### src/rtl/scope_front_panel_control_assert.svh
// Assertion macros shared by the front-panel control RTL.
// Included by modules that check their own logic; no other dependencies.
// Checks compile away when SYNTHESIS is defined.
`ifndef SCOPE_FRONT_PANEL_CONTROL_ASSERT_SVH
`define SCOPE_FRONT_PANEL_CONTROL_ASSERT_SVH

`ifndef SYNTHESIS
// Clocked check, disabled while reset is high.
`define SPFC_ASSERT(label, clk, rst, prop, msg) \
  label: assert property (@(posedge clk) disable iff (rst) prop) else $error(msg);
// Clocked check that also holds during reset.
`define SPFC_ASSERT_ALWAYS(label, clk, prop, msg) \
  label: assert property (@(posedge clk) prop) else $error(msg);
`else
`define SPFC_ASSERT(label, clk, rst, prop, msg)
`define SPFC_ASSERT_ALWAYS(label, clk, prop, msg)
`endif

`endif

### src/rtl/spfc_pkg.sv
// Shared types and constants of the scope front-panel control block.
// No dependencies; imported by spfc_core and scope_front_panel_control.
`timescale 1ns / 1ps
`default_nettype none

package spfc_pkg;

  // Table and converter sizes.
  localparam int ADC_BITS           = 12;
  localparam int VOLTS_TABLE_MAX    = 16;
  localparam int TIMEBASE_TABLE_MAX = 32;

  // Largest level the converter can produce.
  localparam logic [16:0] ADC_FULL = 17'((1 << ADC_BITS) - 1);

  // Configuration port widths.
  localparam int CFG_INDEX_W = 3;
  localparam int CFG_DATA_W  = 12;

  // Configuration register indexes.
  typedef enum logic [CFG_INDEX_W-1:0] {
    CFG_POSITION_STEP     = 3'd0,
    CFG_VERTICAL_STEP     = 3'd1,
    CFG_TRIGGER_STEP      = 3'd2,
    CFG_ADC_MAX           = 3'd3,
    CFG_VOLTS_SCALE_COUNT = 3'd4,
    CFG_TIMEBASE_COUNT    = 3'd5
  } cfg_index_t;

  // Configuration register file.
  typedef struct packed {
    logic [7:0]  position_step;
    logic [7:0]  vertical_step;
    logic [11:0] trigger_step;
    logic [11:0] adc_max;
    logic [4:0]  volts_scale_count;
    logic [5:0]  timebase_count;
  } cfg_t;

  // One front-panel poll.
  typedef struct packed {
    logic              channel_switch;
    logic              axis_switch;
    logic signed [7:0] trig_turns;
    logic signed [7:0] shift_turns;
    logic signed [7:0] scale_turns;
  } item_t;

  // One result of a poll.
  typedef struct packed {
    logic               redraw;
    logic               capture_restart;
    logic               current_channel;
    logic               current_axis;
    logic [11:0]        trigger_level_out;
    logic [4:0]         timebase_out;
    logic [3:0]         volts_index_out;
    logic signed [15:0] vertical_out;
    logic signed [15:0] horizontal_out;
  } result_t;

endpackage

`default_nettype wire

### src/rtl/spfc_core.sv
// Panel state registers and the single-pass update for one poll.
// Depends on spfc_pkg and scope_front_panel_control_assert.svh.
`timescale 1ns / 1ps
`default_nettype none
`include "scope_front_panel_control_assert.svh"

module spfc_core
  import spfc_pkg::*;
(
  input  wire logic    clk,
  input  wire logic    rst,
  input  wire cfg_t    cfg,
  input  wire item_t   item,
  input  wire logic    step,
  output result_t      result
);

  localparam logic [4:0] VOLTS_MAX_C = 5'(VOLTS_TABLE_MAX);
  localparam logic [5:0] TB_MAX_C    = 6'(TIMEBASE_TABLE_MAX);

  // Panel state.
  logic               active_chan;
  logic               axis_mode;
  logic [11:0]        trigger_level;
  logic [4:0]         timebase_sel;
  logic [3:0]         volts_sel [2];
  logic signed [15:0] vertical_offset [2];
  logic signed [15:0] horizontal_offset [2];

  // Next values.
  logic [11:0]        trigger_level_next;
  logic [4:0]         timebase_sel_next;
  logic [3:0]         volts_next;
  logic signed [15:0] vertical_next;
  logic signed [15:0] horizontal_next;

  logic               ch;
  logic               axis;
  logic               chan_chg;
  logic               axis_chg;
  logic               trig_move;
  logic               shift_move;
  logic               scale_move;

  // Trigger path.
  logic [11:0]        trig_limit;
  logic signed [20:0] trig_prod;
  logic signed [21:0] trig_req;
  logic [11:0]        trig_clamped;
  logic               trig_chg;

  // Shift path, shared by both axes.
  logic [7:0]         shift_step;
  logic signed [15:0] shift_cur;
  logic signed [16:0] shift_prod;
  logic signed [17:0] shift_req;
  logic signed [15:0] shift_sat;
  logic               horiz_chg;

  // Scale path, table indices.
  logic [4:0]         vol_n;
  logic [3:0]         vol_last;
  logic signed [9:0]  vol_req;
  logic [3:0]         vol_clamped;
  logic               vol_chg;
  logic [5:0]         tb_n;
  logic [4:0]         tb_last;
  logic signed [9:0]  tb_req;
  logic [4:0]         tb_clamped;
  logic               tb_chg;

  assign ch   = item.channel_switch;
  assign axis = item.axis_switch;

  assign chan_chg   = (ch != active_chan);
  assign axis_chg   = (axis != axis_mode);
  assign trig_move  = (item.trig_turns != 8'sd0);
  assign shift_move = (item.shift_turns != 8'sd0);
  assign scale_move = (item.scale_turns != 8'sd0);

  // Trigger level: move by delta times step, clamp to the usable ADC range.
  always_comb begin
    trig_limit = ({5'b0, cfg.adc_max} > ADC_FULL) ? ADC_FULL[11:0] : cfg.adc_max;
    trig_prod  = {{13{item.trig_turns[7]}}, item.trig_turns}
               * $signed({9'b0, cfg.trigger_step});
    trig_req   = $signed({10'b0, trigger_level}) + {trig_prod[20], trig_prod};
    if (trig_req < 22'sd0) begin
      trig_clamped = 12'd0;
    end else if (trig_req > $signed({10'b0, trig_limit})) begin
      trig_clamped = trig_limit;
    end else begin
      trig_clamped = trig_req[11:0];
    end
    trig_chg           = trig_move && (trig_clamped != trigger_level);
    trigger_level_next = trig_move ? trig_clamped : trigger_level;
  end

  // Shift: one multiplier serves whichever axis is active, then saturates.
  always_comb begin
    shift_step = axis ? cfg.position_step : cfg.vertical_step;
    shift_cur  = axis ? horizontal_offset[ch] : vertical_offset[ch];
    shift_prod = {{9{item.shift_turns[7]}}, item.shift_turns} * $signed({9'b0, shift_step});
    shift_req  = {{2{shift_cur[15]}}, shift_cur} + {shift_prod[16], shift_prod};
    if (shift_req > 18'sd32767) begin
      shift_sat = 16'sh7FFF;
    end else if (shift_req < -18'sd32768) begin
      shift_sat = 16'sh8000;
    end else begin
      shift_sat = shift_req[15:0];
    end
  end

  // Volts-per-division index, clamped to the entries in use.
  always_comb begin
    vol_n = (cfg.volts_scale_count > VOLTS_MAX_C) ? VOLTS_MAX_C : cfg.volts_scale_count;
    if (vol_n == 5'd0) begin
      vol_n = 5'd1;
    end
    vol_last = 4'(vol_n - 5'd1);
    vol_req  = $signed({6'b0, volts_sel[ch]})
             + $signed({{2{item.scale_turns[7]}}, item.scale_turns});
    if (vol_req < 10'sd0) begin
      vol_clamped = 4'd0;
    end else if (vol_req > $signed({6'b0, vol_last})) begin
      vol_clamped = vol_last;
    end else begin
      vol_clamped = vol_req[3:0];
    end
  end

  // Timebase index, clamped the same way.
  always_comb begin
    tb_n = (cfg.timebase_count > TB_MAX_C) ? TB_MAX_C : cfg.timebase_count;
    if (tb_n == 6'd0) begin
      tb_n = 6'd1;
    end
    tb_last = 5'(tb_n - 6'd1);
    tb_req  = $signed({5'b0, timebase_sel})
            + $signed({{2{item.scale_turns[7]}}, item.scale_turns});
    if (tb_req < 10'sd0) begin
      tb_clamped = 5'd0;
    end else if (tb_req > $signed({5'b0, tb_last})) begin
      tb_clamped = tb_last;
    end else begin
      tb_clamped = tb_req[4:0];
    end
  end

  // The active axis decides which settings the shift and scale encoders move.
  always_comb begin
    vertical_next     = vertical_offset[ch];
    horizontal_next   = horizontal_offset[ch];
    volts_next        = volts_sel[ch];
    timebase_sel_next = timebase_sel;
    vol_chg           = 1'b0;
    tb_chg            = 1'b0;
    horiz_chg         = 1'b0;
    if (!axis) begin
      if (shift_move) begin
        vertical_next = shift_sat;
      end
      if (scale_move) begin
        volts_next = vol_clamped;
        vol_chg    = (vol_clamped != volts_sel[ch]);
      end
    end else begin
      if (shift_move) begin
        horizontal_next = shift_sat;
        horiz_chg       = (shift_sat != horizontal_offset[ch]);
      end
      if (scale_move) begin
        timebase_sel_next = tb_clamped;
        tb_chg            = (tb_clamped != timebase_sel);
      end
    end
  end

  // Result of this poll, seen through the new active channel.
  always_comb begin
    result.capture_restart   = chan_chg | trig_chg | tb_chg;
    result.redraw            = chan_chg | axis_chg | trig_chg | tb_chg | vol_chg
                             | horiz_chg | (!axis && shift_move);
    result.current_channel   = ch;
    result.current_axis      = axis;
    result.trigger_level_out = trigger_level_next;
    result.timebase_out      = timebase_sel_next;
    result.volts_index_out   = volts_next;
    result.vertical_out      = vertical_next;
    result.horizontal_out    = horizontal_next;
  end

  // State update when a poll completes.
  always_ff @(posedge clk) begin
    if (rst) begin
      active_chan          <= 1'b0;
      axis_mode            <= 1'b0;
      trigger_level        <= '0;
      timebase_sel         <= '0;
      volts_sel[0]         <= '0;
      volts_sel[1]         <= '0;
      vertical_offset[0]   <= '0;
      vertical_offset[1]   <= '0;
      horizontal_offset[0] <= '0;
      horizontal_offset[1] <= '0;
    end else if (step) begin
      active_chan           <= ch;
      axis_mode             <= axis;
      trigger_level         <= trigger_level_next;
      timebase_sel          <= timebase_sel_next;
      volts_sel[ch]         <= volts_next;
      vertical_offset[ch]   <= vertical_next;
      horizontal_offset[ch] <= horizontal_next;
    end
  end

  // Checks on the update logic.
  `SPFC_ASSERT(a_recap_implies_redraw, clk, rst,
    step |-> (!result.capture_restart || result.redraw), "capture restart without redraw")
  `SPFC_ASSERT(a_chan_change_recap, clk, rst,
    (step && chan_chg) |-> result.capture_restart, "channel change did not restart capture")
  `SPFC_ASSERT(a_trigger_hold, clk, rst,
    (step && !trig_move) |=> $stable(trigger_level), "trigger level moved with no transition")
  `SPFC_ASSERT(a_timebase_hold, clk, rst,
    (step && !axis) |=> $stable(timebase_sel), "timebase moved on the vertical axis")
  `SPFC_ASSERT_ALWAYS(a_reset_state, clk,
    $past(rst) |-> (trigger_level == 12'd0 && timebase_sel == 5'd0), "state not cleared by reset")

endmodule

`default_nettype wire

### src/rtl/scope_front_panel_control.sv
// Top level of the scope front-panel control block: ports, configuration
// registers, input register and result register. Depends on spfc_pkg, spfc_core.
`timescale 1ns / 1ps
`default_nettype none

// One front-panel poll is accepted per transaction on the in channel and yields
// exactly one result transaction on the out channel. The block takes a new poll
// in every cycle while results are taken: a poll is held in the input register,
// the state update runs in a single pass of short logic, and the result lands
// in the output register, which raises out_valid.
// While a result waits for out_ready the input register takes one more poll
// and then holds in_ready low until the waiting result is taken.
// Configuration writes are always accepted (cfg_ready is tied high); indexes
// past the last register are ignored. Write configuration only while idle.
module scope_front_panel_control
  import spfc_pkg::*;
(
  input  wire logic                   clk,
  input  wire logic                   rst,
  // Configuration write channel
  input  wire logic                   cfg_valid,
  output logic                        cfg_ready,
  input  wire logic [CFG_INDEX_W-1:0] cfg_index,
  input  wire logic [CFG_DATA_W-1:0]  cfg_data,
  // Poll channel
  input  wire logic                   in_valid,
  output logic                        in_ready,
  input  wire logic                   channel_switch,
  input  wire logic                   axis_switch,
  input  wire logic signed [7:0]      trig_turns,
  input  wire logic signed [7:0]      shift_turns,
  input  wire logic signed [7:0]      scale_turns,
  // Result channel
  output logic                        out_valid,
  input  wire logic                   out_ready,
  output logic                        redraw,
  output logic                        capture_restart,
  output logic                        current_channel,
  output logic                        current_axis,
  output logic [11:0]                 trigger_level_out,
  output logic [4:0]                  timebase_out,
  output logic [3:0]                  volts_index_out,
  output logic signed [15:0]          vertical_out,
  output logic signed [15:0]          horizontal_out
);

  cfg_t    cfg;
  item_t   item;
  logic    item_valid;
  logic    step;
  result_t result;
  result_t result_q;

  // Configuration registers.
  assign cfg_ready = 1'b1;

  always_ff @(posedge clk) begin
    if (rst) begin
      cfg.position_step     <= 8'd1;
      cfg.vertical_step     <= 8'd32;
      cfg.trigger_step      <= 12'd16;
      cfg.adc_max           <= 12'd4095;
      cfg.volts_scale_count <= 5'd16;
      cfg.timebase_count    <= 6'd32;
    end else if (cfg_valid && cfg_ready) begin
      case (cfg_index)
        CFG_POSITION_STEP:     cfg.position_step     <= cfg_data[7:0];
        CFG_VERTICAL_STEP:     cfg.vertical_step     <= cfg_data[7:0];
        CFG_TRIGGER_STEP:      cfg.trigger_step      <= cfg_data[11:0];
        CFG_ADC_MAX:           cfg.adc_max           <= cfg_data[11:0];
        CFG_VOLTS_SCALE_COUNT: cfg.volts_scale_count <= cfg_data[4:0];
        CFG_TIMEBASE_COUNT:    cfg.timebase_count    <= cfg_data[5:0];
        default: ;
      endcase
    end
  end

  // A held poll moves on once the result register is free or being emptied.
  assign step     = item_valid && (!out_valid || out_ready);
  assign in_ready = !item_valid || step;

  // Input register.
  always_ff @(posedge clk) begin
    if (rst) begin
      item_valid <= 1'b0;
    end else if (in_ready) begin
      item_valid <= in_valid;
    end
  end

  always_ff @(posedge clk) begin
    if (in_valid && in_ready) begin
      item.channel_switch <= channel_switch;
      item.axis_switch    <= axis_switch;
      item.trig_turns     <= trig_turns;
      item.shift_turns    <= shift_turns;
      item.scale_turns    <= scale_turns;
    end
  end

  // State and update logic.
  spfc_core u_core (
    .clk    (clk),
    .rst    (rst),
    .cfg    (cfg),
    .item   (item),
    .step   (step),
    .result (result)
  );

  // Result register.
  always_ff @(posedge clk) begin
    if (rst) begin
      out_valid <= 1'b0;
    end else if (step) begin
      out_valid <= 1'b1;
    end else if (out_ready) begin
      out_valid <= 1'b0;
    end
  end

  always_ff @(posedge clk) begin
    if (step) begin
      result_q <= result;
    end
  end

  assign redraw            = result_q.redraw;
  assign capture_restart   = result_q.capture_restart;
  assign current_channel   = result_q.current_channel;
  assign current_axis      = result_q.current_axis;
  assign trigger_level_out = result_q.trigger_level_out;
  assign timebase_out      = result_q.timebase_out;
  assign volts_index_out   = result_q.volts_index_out;
  assign vertical_out      = result_q.vertical_out;
  assign horizontal_out    = result_q.horizontal_out;

endmodule

`default_nettype wire
### config.mk
export PLATFORM = sky130hd
export DESIGN_NAME = scope_front_panel_control
export DESIGN_NICKNAME = d
export VERILOG_FILES = /design/src/rtl/spfc_pkg.sv /design/src/rtl/spfc_core.sv /design/src/rtl/scope_front_panel_control.sv
export VERILOG_INCLUDE_DIRS = /design/src /design/src/rtl
export SDC_FILE = /design/constraint.sdc
export NUM_CORES = 1
export LEC_CHECK = 0
export BUFFER_PORTS_ARGS = -buffer_cell sky130_fd_sc_hd__clkbuf_2
export CORE_ASPECT_RATIO = 0.8
export CORE_UTILIZATION = 55
export DETAILED_ROUTE_END_ITERATION = 8
export GPL_TIMING_DRIVEN = 0
export PLACE_DENSITY = 0.83
export SLEW_MARGIN = 20
export SYNTH_ARGS = -nofsm -noshare
export SYNTH_HDL_FRONTEND = slang
export SYNTH_SLANG_ARGS = --single-unit
export TNS_END_PERCENT = 5
### constraint.sdc
create_clock -name clk -period 10.9 [get_ports clk]
set_input_delay 1.09 -clock clk [delete_from_list [all_inputs] [get_ports clk]]
set_output_delay 1.09 -clock clk [all_outputs]
set_load 0.1 [all_outputs]
# Word-level counts from Yosys, hierarchy flattened
# Memories as Yosys holds them, arrays and structs flattened. A register that Yosys moved wholly into a read port is not among the register bits.
# Index checks and enable logic that the tools add are counted.
# totals
romBits,0
n_memories,3
ff_bits,155
mem_bits_rw,72
latchBits,0
# mem_list
memory,depth,word_bits,read_ports,rd_clocked_by_memory_dff,wr,line,rtl
u_core.horizontal_offset,2,16,1,1,2,spfc_core.sv:28,logic signed [15:0] horizontal_offset [2];
u_core.vertical_offset,2,16,1,1,2,spfc_core.sv:27,logic signed [15:0] vertical_offset [2];
u_core.volts_sel,2,4,1,1,2,spfc_core.sv:26,logic [3:0] volts_sel [2];
# classes
shifts,0
bitwise,8
reduce_logical,25
eq_ne,11
order_cmp,10
n_div,0
addsub,6
muxes,48
n_mul,2
# op_table
operator,n
$mux W16,9
$mux W12,3
$reduce_or A16 Y1,2
$mux W5,6
$mux W4,6
$reduce_bool A8 Y1,3
$add A13 B21 Y22,1
$gt A22 B13 Y1,1
$lt A22 B1 Y1 const B,1
$mux W1,22
$mul A8 B13 Y21,1
$lt A10 B1 Y1 const B,2
$add A16 B17 Y18,1
$gt A18 B16 Y1 const B,1
$lt A18 B16 Y1 const B,1
$mul A8 B9 Y17,1
$ne A16 B16 Y1,1
$ne A12 B12 Y1,1
$reduce_and A2 Y1,6
$gt A10 B5 Y1,1
$gt A10 B6 Y1,1
$add A5 B8 Y9,1
$add A6 B8 Y9,1
$mux W8,1
other kinds (20),36

# Longest topological paths before layout
# logic_depth
ltp_word,15
mapped_depth,30
depth_no_buf,28

# Modules after synthesis
# A second synthesis with hierarchy kept.
# unflattened
cells_unflattened,1869
area_unflattened_um2,18388.9
# by_module_without_submodules
mod,cells_each,area_each_um2,instances,seq_area_each_um2
spfc_core,1575,13718.2,1,2542.4
scope_front_panel_control,294,4670.7,1,3553.4

# Worst setup path before layout
# OpenSTA, ideal clock, no wires.
# synth_path
kind,reg-to-reg
startpoint,register (tool-made name)
endpoint,register result_q (netlist bit redraw) (data pin)
setup_ns,0.261
required_ns,10.639
stages_incl_launch_ff,28
period_less_slack_ns,8.282
t_arrival_ns,8.021
setup_slack_ns,2.618
cell_sequence,dfxtp_1 clkbuf_1 buf_1 clkbuf_1 clkbuf_1 clkbuf_1 mux2i_1 mux2_2 fa_1 inv_1 fa_1 inv_1 fa_1 fa_1 inv_1 ha_1 ha_1 o211ai_1 o211ai_1 o41ai_4 mux2_2 a22oi_1 a21oi_1 xnor2_1 a21oi_1 o2111ai_1 or4_1 a221o_1
# synth_lines
element,line,rtl
to (signal assigned),scope_front_panel_control.sv:124,result_q <= result;
to (decl),scope_front_panel_control.sv:52,result_t result_q;

==> out/results.txt <==
Status -> completed
CTS max path bufs -> 3
Fraction of the yosys area taken by sequential cells -> 0.338
Largest net degree at the start of global routing -> 36
Data required, critical path -> 11.21 ns
Vias per cell -> 6.01
Post-CTS setup buffers -> 0
Die width -> 205 um
Clock slew at reported path FFs -> 0.07 ns
Hold Vio Cnt, Final -> 0
#FFs+latches synth -> 228
Routed Wire Length -> 50700 um
Skew final -> 0.0251 ns
Vias in the first global route -> 14542
Worst-Skew Late Latency -> 0.57 ns
Post-synth top area share -> 0.257
CP Class -> register to register
Highest routed layer -> met4
Synth Cell Area -> 18100 um2
Fin crit share -> 0.964
Cell variety after synth -> 77
Synth top area cells -> edfxtp_1 (26%), fa_1 (14%), ha_1 (10%)
Placed cell count -> 2436
Overflow after GRT -> 0
Max VDD drop -> 150 uV
Clock sink count -> 228
P_leak -> 9.21 nW
Core box area -> 31900 um2
Cts bufs inserted -> 24
Global-route wire length before repair -> 78900 um
DRT iter0 DRCs -> 1581
Relative slew slack -> 0.362
Synth warnings -> 0
Routed len/inst -> 20.4 um
Post-cts repair resize count -> 0
Fillcell total -> 2507
Metal3 WL -> 6150 um
Starting Density -> 0.568
DP Worst Slack -> 0.688 ns
Syn Area/Cell -> 9.48 um2
# rows -> 58
EDFF count, synth -> 155
Post-synth net total -> 2224
Initial antenna violation count -> 0
Final setup viols -> 0
I/O Buffers -> 104
Final ANT Viol Nets -> 0
Hold slack final -> 0.452 ns
Die Area -> 33600 um2
Final Slew Violations -> 0
Sum Neg Setup Slack -> 0 ns
WP data arrival -> 10.81 ns
Dpl hpwl -> 39500 um
Die height -> 164 um
Met1 WL -> 22200 um
Crit end category -> register
Via Count -> 14907
Drc violations -> 0
Fin nets -> 2359
H-tree levels -> 1
Cell Pwr Density -> 163 nW/um2
Slew at the pin closest to its max-slew limit -> 0.930 ns
Met2 routed WL -> 21300 um
Pre-antenna DRT Iters -> 8
Area leader, netlist -> edfxtp_1
Fmax -> 95.2 MHz
RSZ-0062 raised after global routing -> false
Total GRT Usage -> 0.306
CTS tree -> done
Layout cells sized above 1 -> 0.104
Setup slack after layout -> 0.393 ns
Max-cap violations -> 0
CTS root buf -> clkbuf_16
Post-Synthesis Cells -> 1907
Ys flop type -> edfxtp_1
Antenna diode instance count -> 0
Crit start category -> register
Worst-path fanout max -> 10
IO Pins -> 106
Async SR Flop Fraction -> 0
P&R area growth vs syn -> 11.5%
GPL Wtd Cong -> 0.964
Finished Layout Cells -> 2480
Min Tclk post-route -> 10.51 ns
Cts hold-fix bufs -> 0
Hold crit path type -> register to register
-- area by class of cell --
class	count	area, um2	area share
clock buffers	27	644	0.0320
clock inverters	17	262	0.0130
flip-flops and latches	228	6120	0.303
plain buffers	75	318	0.0158
multi-input cells	1360	10700	0.533
inverters	244	916	0.0454
repair buffers	109	636	0.0315
well taps	420	526	0.0261
-- final timing paths --
path / depth (start not counted) / start / endpoint / slack (ns)
worst max-delay path: 27 / register / redraw / 0.39
worst min-delay path: 2 / cfg[41] / cfg[41] / 0.45
worst max register to register: 27 / register / redraw / 0.39
worst min register to register: 2 / cfg[41] / cfg[41] / 0.45
-- placed cells by master (no fill, tap or decap), drive strengths merged, types with 60 or more instances in the layout --
cell / synthesis / routed
a21oi: 89 / 89
dfxtp: 73 / 73
edfxtp: 155 / 155
nor2: 164 / 164
clkbuf: 56 / 187
inv: 243 / 245
ha: 144 / 144
fa: 127 / 127
mux2i: 60 / 60
o21ai: 76 / 76
nand2: 243 / 243
and2: 72 / 72
-- per-layer routing --
metal,up-vias,global-route usage
met5,-,0
met1,7221,0.450
met3,99,0.0784
met4,0,0.0726
li1,6759,-
met2,828,0.447
-- where the power goes --
part	total (mW)	internal, mW	switching, mW	leakage, nW
registers	1.03	0.995	0.0327	2.13
logic	1.32	0.419	0.899	6.63
clock network	0.934	0.554	0.381	0.442
-- cell usage after synthesis (5+ instances only) --
cell	number
and2_1	72
a221oi_1	5
nor3_1	23
nand3_1	20
mux2_2	35
and3_1	8
a211oi_1	24
a21oi_1	89
nor2b_1	24
a211o_1	8
nand3b_1	17
o211ai_1	10
ha_1	144
nand2_1	242
o21ai_0	72
clkbuf_1	56
o22ai_1	22
mux2i_1	60
nand2b_1	20
or4_1	5
xnor2_1	23
dfxtp_1	73
a22oi_1	5
xor2_1	15
a31oi_1	10
or3_1	5
nand4_1	8
a21o_1	17
o21a_1	10
nor2_1	163
buf_1	10
o21bai_1	6
fa_1	127
nor4_1	5
inv_1	242
edfxtp_1	155
-- critical path, stage by stage, from the launching register on --
cell,delay [ns]
dfxtp_1,0.31
clkbuf_1,0.26
buf_1,0.66
clkbuf_1,0.73
clkbuf_1,0.51
clkbuf_1,0.74
mux2i_1,0.26
mux2_2,0.35
fa_1,0.49
inv_1,0.05
fa_1,0.50
inv_1,0.05
fa_1,0.47
fa_1,0.47
inv_1,0.09
fa_1,0.42
ha_1,0.37
o211ai_1,0.13
o211ai_1,0.26
o41ai_4,0.40
mux2_2,0.41
a22oi_1,0.57
a21oi_1,0.24
xnor2_1,0.20
a21oi_1,0.13
o2111ai_1,0.13
or4_1,0.60
a221o_1,0.42
-- state kept, by name, indices dropped and copies added, names as in the netlist, 12 cells and up, named ones only --
register                  cells
u_core.vertical_offset       32
u_core.trigger_level         12
u_core.horizontal_offset     32
horizontal_out               16
cfg                          51
vertical_out                 16
trigger_level_out            12
item                         26
-- kinds of logic after synthesis --
| kind of cell | Yosys count | synth area share |
|---|---|---|
| adders and majority gates | 271 | 0.240 |
| xor gates and xnor gates | 38 | 0.0184 |
| and+or+nand+nor | 629 | 0.163 |
| AOI/OAI and AO/OA | 326 | 0.117 |
| DFF | 228 | 0.338 |
| buffers and inverters | 319 | 0.0682 |
| other | 1 | 0.000207 |
| muxes | 95 | 0.0550 |
-- metrics by stage --
stage	cell area, um2	power (mW)	utilization
final	20200	3.28	0.633
after global routing	20200	3.43	0.633
after CTS	20200	3.25	0.633
after detailed placement	19300	2.31	0.604
after global placement	19100	2.28	0.600
after floorplan	18100	1.99	-
(Power assumes the default switching activity.)
